==> config.mk <==
export PLATFORM = sky130hd
export DESIGN_NAME = jvcs_ctrl
export DESIGN_NICKNAME = d
export VERILOG_FILES = /design/src/rtl/jvcs_pkg.sv /design/src/rtl/jvcs_ctrl.sv
export SDC_FILE = /design/constraint.sdc
export NUM_CORES = 1
export LEC_CHECK = 0
export ABC_AREA = 1
export BUFFER_PORTS_ARGS = -buffer_cell sky130_fd_sc_hd__buf_2
export CORE_UTILIZATION = 30
export DETAILED_ROUTE_END_ITERATION = 8
export PLACE_DENSITY_LB_ADDON = 0.05
export SYNTH_ARGS = -nofsm -noshare
export SYNTH_HDL_FRONTEND = slang
export SYNTH_SLANG_ARGS = --single-unit
==> constraint.sdc <==
create_clock -name clk -period 4.9 [get_ports clk]
set_input_delay 0.49 -clock clk [delete_from_list [all_inputs] [get_ports clk]]
set_output_delay 0.49 -clock clk [all_outputs]
set_load 0.02 [all_outputs]
==> src/rtl/jvcs_pkg.sv <==
`default_nettype none
// ----------------------------------------------------------------------------
// jvcs_pkg
// Shared widths, codes, reset values and helpers for the joystick velocity
// command scaler.
// ----------------------------------------------------------------------------
package jvcs_pkg;

	localparam int unsigned BTN_W   = 10;
	localparam int unsigned AXIS_W  = 16;
	localparam int unsigned SCALE_W = 15;
	localparam int unsigned VEL_W   = 16;
	localparam int unsigned DATA_W  = 32;
	localparam int unsigned ADDR_W  = 5;
	localparam int unsigned PROD_W  = AXIS_W + SCALE_W + 1;

	// item kinds
	localparam logic OP_SAMPLE = 1'b0;
	localparam logic OP_TICK   = 1'b1;

	// register indexes (byte address / 4)
	localparam logic [2:0] REG_LIN_MIN  = 3'd0;
	localparam logic [2:0] REG_LIN_MAX  = 3'd1;
	localparam logic [2:0] REG_LIN_STEP = 3'd2;
	localparam logic [2:0] REG_ANG_MIN  = 3'd3;
	localparam logic [2:0] REG_ANG_MAX  = 3'd4;
	localparam logic [2:0] REG_ANG_STEP = 3'd5;

	// button bits
	localparam int unsigned BTN_ANG_DOWN = 0;
	localparam int unsigned BTN_LIN_DOWN = 1;
	localparam int unsigned BTN_ANG_UP   = 2;
	localparam int unsigned BTN_LIN_UP   = 3;
	localparam int unsigned BTN_DISABLE  = 4;
	localparam int unsigned BTN_ENABLE   = 5;
	localparam int unsigned BTN_ALL_MIN  = 8;
	localparam int unsigned BTN_ALL_MAX  = 9;

	// register reset values, Q3.12
	localparam logic [SCALE_W-1:0] RST_LIN_MIN  = 15'd819;
	localparam logic [SCALE_W-1:0] RST_LIN_MAX  = 15'd8192;
	localparam logic [SCALE_W-1:0] RST_LIN_STEP = 15'd819;
	localparam logic [SCALE_W-1:0] RST_ANG_MIN  = 15'd2048;
	localparam logic [SCALE_W-1:0] RST_ANG_MAX  = 15'd16384;
	localparam logic [SCALE_W-1:0] RST_ANG_STEP = 15'd819;

	typedef struct packed {
		logic [SCALE_W-1:0] lin_min;
		logic [SCALE_W-1:0] lin_max;
		logic [SCALE_W-1:0] lin_step;
		logic [SCALE_W-1:0] ang_min;
		logic [SCALE_W-1:0] ang_max;
		logic [SCALE_W-1:0] ang_step;
	} jvcs_cfg_t;

	// scale state and the axes captured by the last sample
	typedef struct packed {
		logic [SCALE_W-1:0]        lin_scale;
		logic [SCALE_W-1:0]        ang_scale;
		logic                      enabled;
		logic signed [AXIS_W-1:0]  lin_axis;
		logic signed [AXIS_W-1:0]  ang_axis;
	} jvcs_state_t;

	// clamp the scale down: max(s - step, lo), signed difference
	function automatic logic [SCALE_W-1:0] step_down(
		input logic [SCALE_W-1:0] s,
		input logic [SCALE_W-1:0] step,
		input logic [SCALE_W-1:0] lo
	);
		logic signed [SCALE_W+1:0] v;
		begin
			v = $signed({2'b00, s}) - $signed({2'b00, step});
			step_down = (v < $signed({2'b00, lo})) ? lo : v[SCALE_W-1:0];
		end
	endfunction

	// clamp the scale up: min(s + step, hi)
	function automatic logic [SCALE_W-1:0] step_up(
		input logic [SCALE_W-1:0] s,
		input logic [SCALE_W-1:0] step,
		input logic [SCALE_W-1:0] hi
	);
		logic [SCALE_W:0] v;
		begin
			v = {1'b0, s} + {1'b0, step};
			step_up = (v > {1'b0, hi}) ? hi : v[SCALE_W-1:0];
		end
	endfunction

	// Q1.15 x Q3.12 product floored to Q3.12 and saturated
	function automatic logic signed [VEL_W-1:0] scale_sat(
		input logic signed [PROD_W-1:0] p
	);
		logic signed [PROD_W-16:0] q;
		begin
			q = p[PROD_W-1:15];
			if (q > $signed((PROD_W-15)'(32767)))
				scale_sat = 16'sh7FFF;
			else if (q < $signed(-(PROD_W-15)'(32768)))
				scale_sat = 16'sh8000;
			else
				scale_sat = q[VEL_W-1:0];
		end
	endfunction

endpackage
`default_nettype wire

==> src/rtl/jvcs_ctrl.sv <==
`default_nettype none
// ----------------------------------------------------------------------------
// jvcs_ctrl
// Button edge handling, scale stepping and the axes held for the next tick.
// ----------------------------------------------------------------------------
module jvcs_ctrl
	import jvcs_pkg::*;
(
	input  wire logic                     clk,
	input  wire logic                     arst_n,
	input  wire logic                     upd,
	input  wire logic                     clr,
	input  wire logic [BTN_W-1:0]         buttons,
	input  wire logic signed [AXIS_W-1:0] stick_x,
	input  wire logic signed [AXIS_W-1:0] stick_y,
	input  wire logic signed [AXIS_W-1:0] pad_x,
	input  wire logic signed [AXIS_W-1:0] pad_y,
	input  wire jvcs_cfg_t                cfg,
	output jvcs_state_t                   st
);

	logic [BTN_W-1:0] prev_btn_q;
	logic             have_prev_q;
	jvcs_state_t      st_q;
	jvcs_state_t      st_d;
	logic [BTN_W-1:0] rise;

	assign rise = have_prev_q ? (buttons & ~prev_btn_q) : '0;

	// first rising edge in priority order picks the action
	always_comb begin
		st_d = st_q;
		if (rise[BTN_ANG_DOWN]) begin
			st_d.ang_scale = step_down(st_q.ang_scale, cfg.ang_step, cfg.ang_min);
		end else if (rise[BTN_LIN_DOWN]) begin
			st_d.lin_scale = step_down(st_q.lin_scale, cfg.lin_step, cfg.lin_min);
		end else if (rise[BTN_ANG_UP]) begin
			st_d.ang_scale = step_up(st_q.ang_scale, cfg.ang_step, cfg.ang_max);
		end else if (rise[BTN_LIN_UP]) begin
			st_d.lin_scale = step_up(st_q.lin_scale, cfg.lin_step, cfg.lin_max);
		end else if (rise[BTN_DISABLE]) begin
			st_d.enabled = 1'b0;
		end else if (rise[BTN_ENABLE]) begin
			st_d.enabled = 1'b1;
		end else if (rise[BTN_ALL_MIN]) begin
			st_d.lin_scale = cfg.lin_min;
			st_d.ang_scale = cfg.ang_min;
		end else if (rise[BTN_ALL_MAX]) begin
			st_d.lin_scale = cfg.lin_max;
			st_d.ang_scale = cfg.ang_max;
		end
		// pad axis wins when nonzero
		st_d.lin_axis = (pad_y != '0) ? pad_y : stick_y;
		st_d.ang_axis = (pad_x != '0) ? pad_x : stick_x;
	end

	// state registers
	always_ff @(posedge clk or negedge arst_n) begin
		if (!arst_n) begin
			prev_btn_q       <= '0;
			have_prev_q      <= 1'b0;
			st_q.lin_scale   <= RST_LIN_MIN;
			st_q.ang_scale   <= RST_ANG_MIN;
			st_q.enabled     <= 1'b1;
			st_q.lin_axis    <= '0;
			st_q.ang_axis    <= '0;
		end else if (upd) begin
			prev_btn_q  <= buttons;
			have_prev_q <= 1'b1;
			st_q        <= st_d;
		end else if (clr) begin
			st_q.lin_axis <= '0;
			st_q.ang_axis <= '0;
		end
	end

	assign st = st_q;

	// before the first sample nothing has moved from reset
	a_untouched: assert property (@(posedge clk) disable iff (!arst_n)
		!have_prev_q |-> (st_q.lin_scale == RST_LIN_MIN &&
			st_q.ang_scale == RST_ANG_MIN && st_q.enabled &&
			st_q.lin_axis == '0 && st_q.ang_axis == '0))
		else $error("state left reset before first sample");

	a_have_prev: assert property (@(posedge clk) disable iff (!arst_n)
		upd |=> have_prev_q)
		else $error("previous buttons not marked after sample");

	a_disable: assert property (@(posedge clk) disable iff (!arst_n)
		(upd && rise[BTN_DISABLE] && rise[BTN_LIN_UP:BTN_ANG_DOWN] == '0)
			|=> !st_q.enabled)
		else $error("disable press did not stop sending");

endmodule
`default_nettype wire

==> out/summary.txt, run 1 <==
# diodes = 0
Cell Chain, Critical Path = ha_1 -> inv_1 -> fa_1 -> inv_1 -> a21oi_1 -> o21ai_0 -> nand3_1 -> nand2_1 -> xor2_1 -> inv_1 -> ha_1 -> nand2_1 -> nor2_1 -> nand3_2 -> nand2_4 -> nand2_4 -> nand2_1 -> nand3_1 -> nand2_1 -> nand2_1 -> a21oi_1
Synthesized area per cell = 6.406 um2
Clock Latency Late Sink = 0.38 ns
CTS Buf Count = 9
Die Area = 34350 um2
Post-Syn Area = 10080 um2
Via count = 10200
P&R area growth vs syn = 17.30%
Worst Skew = 0.01290 ns
GRT Total Usage = 19.91%
Req. time, crit path = 5.20 ns
Drt total wl = 33630 um
Initial antenna violation count = 0
Routed vias/inst = 4.617
Crit path largest cell delay = 0.54 ns
Post-synthesis register bit count = 72
Effective utilization at floorplan = 30.76%
Hold Path Class = input port to async pin
CTS clk-pin slew, worst paths = 0.07 ns
Fin crit period = 4.198 ns
CTS tree = yes
Setup CP Type = flip-flop to flip-flop
Worst setup SP type = flip-flop
Clock root buffer = clkbuf_16
Leakage = 6.929 nW
Port buffer count = 228
Slack of the critical path = 0.7023 ns
WP data arrival = 4.50 ns
Max Transition Viols Final = 0
Clock tree sinks = 72
Initial DRC count = 388
Dpl cells = 2193
Gr ovfl total = 0
Mapped Cells = 1574
Least-Margin Pin Slew = 1.062 ns
Final hold vios = 0
Largest net degree at the start of global routing = 61
Final ANT Viol Nets = 0
Cell family with most CP delay = simple AND/OR/NAND/NOR gates
Worst-path maximum fanout = 16
Setup Buffers After CTS = 0
Maximum clock rate = 0.2382 GHz
RSZ-0062 raised after global routing = no
Pre-CTS WS = 0.5897 ns
Die height = 185.3 um
Yosys cell types = 50
Final setup violation count = 0
Post-cts gate resize count = 0
Worst rel slew slack = 28.94%
WP buf/inv = 3
Total of max-cap violations = 0
Pwr per Cell Area = 488.1 nW/um2
Most common cell on crit path = nand2_1
DP Wirelength = 27780 um
Drt pass-1 iters = 5
Nets = 2052
H-tree levels = 3
Synthesized Nets = 1864
Synth warnings = 0
Wire per inst = 15.23 um
CP max-delay cell = dfstp_2
Final Instance Count excl. Fillers = 2209
CTS Buffer Depth = 2
Tcrit/Tclk final = 85.67%
CP endpoint kind = flip-flop
Die X = 185.3 um
First-pass GRT wire length = 52790 um
RePlAce Congestion = 0.8703
Drt drc = 0
Layout cells sized above 1 = 21.11%
Hold slack = 0.1467 ns
Vias in the first global route = 9864
Number of core rows = 66
I/O Pins = 231
# hold bufs at CTS = 0
Peak supply drop = 0.2064 mV
Setup TNS = 0 ns
Sequential fraction of the synthesis area = 17.97%
Outcome = complete, no violations
Core ar. = 32780 um2
per-stage QoR:
stage	power [mW]	utilization, %	area, um2
after floorplan	4.090	-	10080
after global placement	5.108	35.17	11530
after detailed placement	5.113	35.17	11530
after CTS	5.861	36.08	11830
after global routing	6.464	36.08	11830
final	5.773	36.08	11830
placed cells by master, fill, tap and decap left out, types with 8 or more instances in the layout:
| cell | synthesis | final |
|---|---|---|
| o22ai_1 | 13 | 13 |
| nand2_2 | 14 | 14 |
| o211ai_1 | 15 | 15 |
| nand3_2 | 16 | 17 |
| xor2_1 | 42 | 42 |
| dfrtp_1 | 64 | 64 |
| a21oi_2 | 14 | 14 |
| buf_4 | 11 | 11 |
| a21oi_1 | 102 | 102 |
| o21ai_0 | 66 | 66 |
| a31oi_1 | 14 | 14 |
| nand4_1 | 13 | 13 |
| buf_2 | 22 | 227 |
| nor3_1 | 10 | 10 |
| ha_1 | 118 | 118 |
| nand3b_1 | 10 | 10 |
| nand2_4 | 13 | 13 |
| dfstp_2 | 8 | 8 |
| o21ai_1 | 36 | 36 |
| nand3_1 | 139 | 138 |
| inv_1 | 289 | 289 |
| nor2_1 | 53 | 53 |
| nand2_1 | 373 | 373 |
| inv_2 | 20 | 20 |
| o21bai_1 | 10 | 10 |
| or2_2 | 13 | 13 |
| clkbuf_16 | 0 | 9 |
kinds of logic after synthesis:
kind of cell | Yosys count | share of synthesized area [%]
fa+ha+maj | 122 | 15.44
compound gates | 292 | 16.75
xor+xnor | 42 | 3.648
buf+inv | 374 | 14.93
simple gates | 672 | 31.27
flops | 72 | 17.97
power by group:
part | internal (mW) | switching, mW
registers | 0.733 | 0.130
clock network | 0.359 | 0.345
logic | 1.46 | 2.75
final cells by class:
class / instances / area (um2)
clock buffer: 9 / 225.2
timing repair buffer: 238 / 1219
sequential: 72 / 1812
inverter: 313 / 1176
tap: 442 / 553.0
clock inverter: 7 / 71.32
fill: 3705 / 20960
multi-input combinational: 1128 / 6771
final timing paths:
kind / start / slack [ns] / cells after the start / to
setup / recovery: st[48] / 0.70 / 21 / st[53]
max in group asynchronous: arst_n / 3.88 / 2 / st[57]
setup reg to reg: st[48] / 0.70 / 21 / st[53]
min in group clk: buttons[3] / 0.34 / 3 / prev_btn_q[3]
hold reg to reg: st[32] / 0.49 / 2 / st[32]
hold / removal: arst_n / 0.15 / 1 / st[35]
cells in the mapped netlist, drive strengths merged:
| library cell | count | area, um2 |
|---|---|---|
| o31ai | 2 | 15.01 |
| and3 | 2 | 12.51 |
| o21ai | 103 | 519.3 |
| a21oi | 118 | 665.6 |
| o21bai | 10 | 75.07 |
| o21a | 2 | 15.01 |
| nand3 | 155 | 855.8 |
| dfrtp | 64 | 1602 |
| inv | 309 | 1160 |
| o22ai | 13 | 81.33 |
| ha | 118 | 1476 |
| nand4 | 16 | 127.6 |
| nand3b | 10 | 75.07 |
| clkbuf | 21 | 78.83 |
| nor3 | 13 | 80.08 |
| o211ai | 15 | 112.6 |
| fa | 4 | 80.08 |
| nor4 | 6 | 62.56 |
| clkinv | 4 | 16.26 |
| dfstp | 8 | 210.2 |
| a21boi | 3 | 22.52 |
| a211oi | 4 | 30.03 |
| xor2 | 42 | 367.9 |
| nor2 | 57 | 224.0 |
| a31o | 2 | 17.52 |
| a21o | 4 | 30.03 |
| buf | 40 | 250.2 |
| o2111ai | 2 | 17.52 |
| or2 | 13 | 81.33 |
| a31oi | 14 | 87.58 |
| nand2 | 400 | 1634 |
flip-flops by register name, indices dropped and copies added, names as in the netlist:
name         count
have_prev_q      1
prev_btn_q       8
st              63
metal layers:
metal | part of all wire [%] | up-vias | global-route usage, %
met5 | 0 | - | 0
met4 | 1.2 | 0 | 4.298
met3 | 3.0 | 22 | 2.595
met2 | 49 | 148 | 34.65
met1 | 47 | 4592 | 25.97
li1 | - | 5438 | -
(Power assumes the default switching activity.)
==> run 2, diff against run 1 <==
--- a/config.mk
+++ b/config.mk
@@ -10,6 +10,7 @@
 export CORE_UTILIZATION = 30
 export DETAILED_ROUTE_END_ITERATION = 8
 export PLACE_DENSITY_LB_ADDON = 0.05
+export REMOVE_ABC_BUFFERS = 1
 export SYNTH_ARGS = -nofsm -noshare
 export SYNTH_HDL_FRONTEND = slang
 export SYNTH_SLANG_ARGS = --single-unit
==> run 2 against run 1 <==
  * First-iteration DRC count up 20%
  * Largest cell class unchanged
  * Sequential share of layout area about the same
  * Wire length up 0.69%
==> out/summary.txt, run 2 (synthesis gave the netlist of run 1 again) <==
Clock Latency Late Sink = 0.36 ns (-0.02 ns)
I/O Pins = 231 (unchanged)
CP endpoint kind = flip-flop
Core ar. = 32780 um2 (unchanged)
CTS Buffer Depth = 2 (unchanged)
Clock tree sinks = 72 (unchanged)
Max Transition Viols Final = 0 (unchanged)
CTS clk-pin slew, worst paths = 0.07 ns (about the same)
# hold bufs at CTS = 0 (unchanged)
Setup TNS = 0 ns (unchanged)
Die height = 185.3 um (unchanged)
Number of flip-flops in the largest register = 63 (unchanged)
RePlAce Congestion = 0.8802 (+1.1%)
Setup CP Type = flip-flop to flip-flop
Largest net degree at the start of global routing = 61 (unchanged)
Gr ovfl total = 0 (unchanged)
Worst-path maximum fanout = 16 (unchanged)
CTS tree = yes
Req. time, crit path = 5.20 ns (about the same)
Most common cell on crit path = nand2_1
Final setup violation count = 0 (unchanged)
Vias in the first global route = 9980 (+1.2%)
Peak supply drop = 0.2129 mV (+3.1%)
Busiest layer in global routing = met2
Number of core rows = 66 (unchanged)
Hold Path Class = input port to async pin
CP max-delay cell = dfrtp_1
Clock root buffer = clkbuf_16
First-pass GRT wire length = 53450 um (+1.3%)
Routed vias/inst = 4.666 (+1.0%)
Via count = 10330 (+1.3%)
Leakage = 6.931 nW (about the same)
Overall power = 5.789 mW (+0.29%)
CTS Buf Count = 9 (unchanged)
Die X = 185.3 um (unchanged)
Initial DRC count = 467 (+20%)
GRT Total Usage = 20.08% (+0.17 points)
Pwr per Cell Area = 489.0 nW/um2 (+0.19%)
WP data arrival = 4.37 ns (-0.13 ns)
Slack of the critical path = 0.8256 ns (+0.1233 ns)
Wire per inst = 15.30 um (+0.47%)
Total of max-cap violations = 0 (unchanged)
Most frequent cells in the layout = nand2_1, inv_1, buf_2, nand3_1, ha_1
Cells on worst reg2reg path = 25 (+19%)
Worst rel slew slack = 21.44% (-7.5 points)
Crit path largest cell delay = 0.40 ns (-0.14 ns)
Nets = 2056 (+0.19%)
Fin crit period = 4.074 ns (-0.1233 ns)
Final hold vios = 0 (unchanged)
Worst setup SP type = flip-flop
Outcome = complete, no violations
RSZ-0062 raised after global routing = no
H-tree levels = 3 (unchanged)
Met2 global-route usage = 35.10% (+0.45 points)
Setup Buffers After CTS = 0 (unchanged)
Tcrit/Tclk final = 83.15% (-2.5 points)
Most common cell after layout, fill and taps aside = nand2_1
Port buffer count = 228 (unchanged)
Drt pass-1 iters = 5 (unchanged)
Drt drc = 0 (unchanged)
Final ANT Viol Nets = 0 (unchanged)
Worst Skew = 0.009196 ns (-0.003703 ns)
Post-cts gate resize count = 0 (unchanged)
Drt total wl = 33870 um (+0.69%)
DP Wirelength = 27420 um (-1.3%)
P&R area growth vs syn = 17.41% (about the same)
Initial antenna violation count = 1 (+1)
Maximum clock rate = 0.2454 GHz (+3.0%)
Least-Margin Pin Slew = 1.174 ns (+0.1122 ns)
Die Area = 34350 um2 (unchanged)
Layout cells sized above 1 = 21.23% (+0.12 points)
Met1 track demand over resource = 26.34% (+0.37 points)
Effective utilization at floorplan = 30.76% (unchanged)
Pre-CTS WS = 0.6048 ns (+0.01503 ns)
Met3 Usage GRT = 2.143% (-0.45 points)
## run 2: changes by cell type in the layout (fill, tap and decap cells not counted), sizes merged
| cell | before | now |
|---|---|---|
| buf | 238 | 242 |
| inv | 313 | 309 |
| clkinvlp | 0 | 2 |
| clkbuf | 9 | 10 |
| clkinv | 7 | 8 |
| diode | 0 | 1 |
## run 2: stage by stage
step / instance area, um2 / utilization, % / std cells / hold WS [ns]
after floorplan: 9754 / - / 1513 / 0.1944
after detailed placement: 11560 / 35.26 / 2197 / 0.4459
after global routing: 11840 / 36.11 / 2214 / 0.06994
final: 11840 / 36.11 / 2214 / 0.04106
after global placement: 11560 / 35.26 / 2197 / 0.4461
after CTS: 11840 / 36.10 / 2213 / 0.05438
## run 2: worst max-delay path: cells and delay by family, from the launching register on
| kind | cells | cell delay [ns] |
|---|---|---|
| adders and majority gates | 3 | 0.94 |
| buffers and inverters | 3 | 0.26 |
| and+or+nand+nor | 18 | 2.11 |
| xor gates and xnor gates | 1 | 0.27 |
| DFF | 1 | 0.40 |
## run 2: cell type report
class | instances | area [um2]
Timing Repair Buffer | 242 | 1249
Antenna cell | 1 | 2.502
Inverter | 313 | 1176
Clock buffer | 10 | 229.0
Clock inverter | 6 | 46.29
Tap cell | 442 | 553.0
Multi-Input combinational cell | 1128 | 6771
Fill cell | 3680 | 20950
Sequential cell | 72 | 1812
## run 2: power by group
group	leakage [nW]	switching, mW	internal, mW
Clock	0.129	0.315	0.346
Combinational	5.93	2.78	1.48
Sequential	0.875	0.128	0.733
Total	6.93	3.23	2.56
## run 2: metal layers
metal | up-vias | part of all wire [%]
met2 | 211 | 48
li1 | 5438 | -
met3 | 25 | 3.8
met1 | 4656 | 47
met4 | 0 | 1.1
met5 | - | 0
## run 2: path summary, 6_finish.rpt
check	startpoint	endpoint	slack [ns]
min	arst_n	st[37]	0.04
min in group clk	buttons[1]	prev_btn_q[1]	0.35
max reg2reg	st[33]	st[35]	0.83
max in group asynchronous	arst_n	st[4]	3.82
min reg2reg	prev_btn_q[9]	prev_btn_q[9]	0.49
max	st[33]	st[35]	0.83
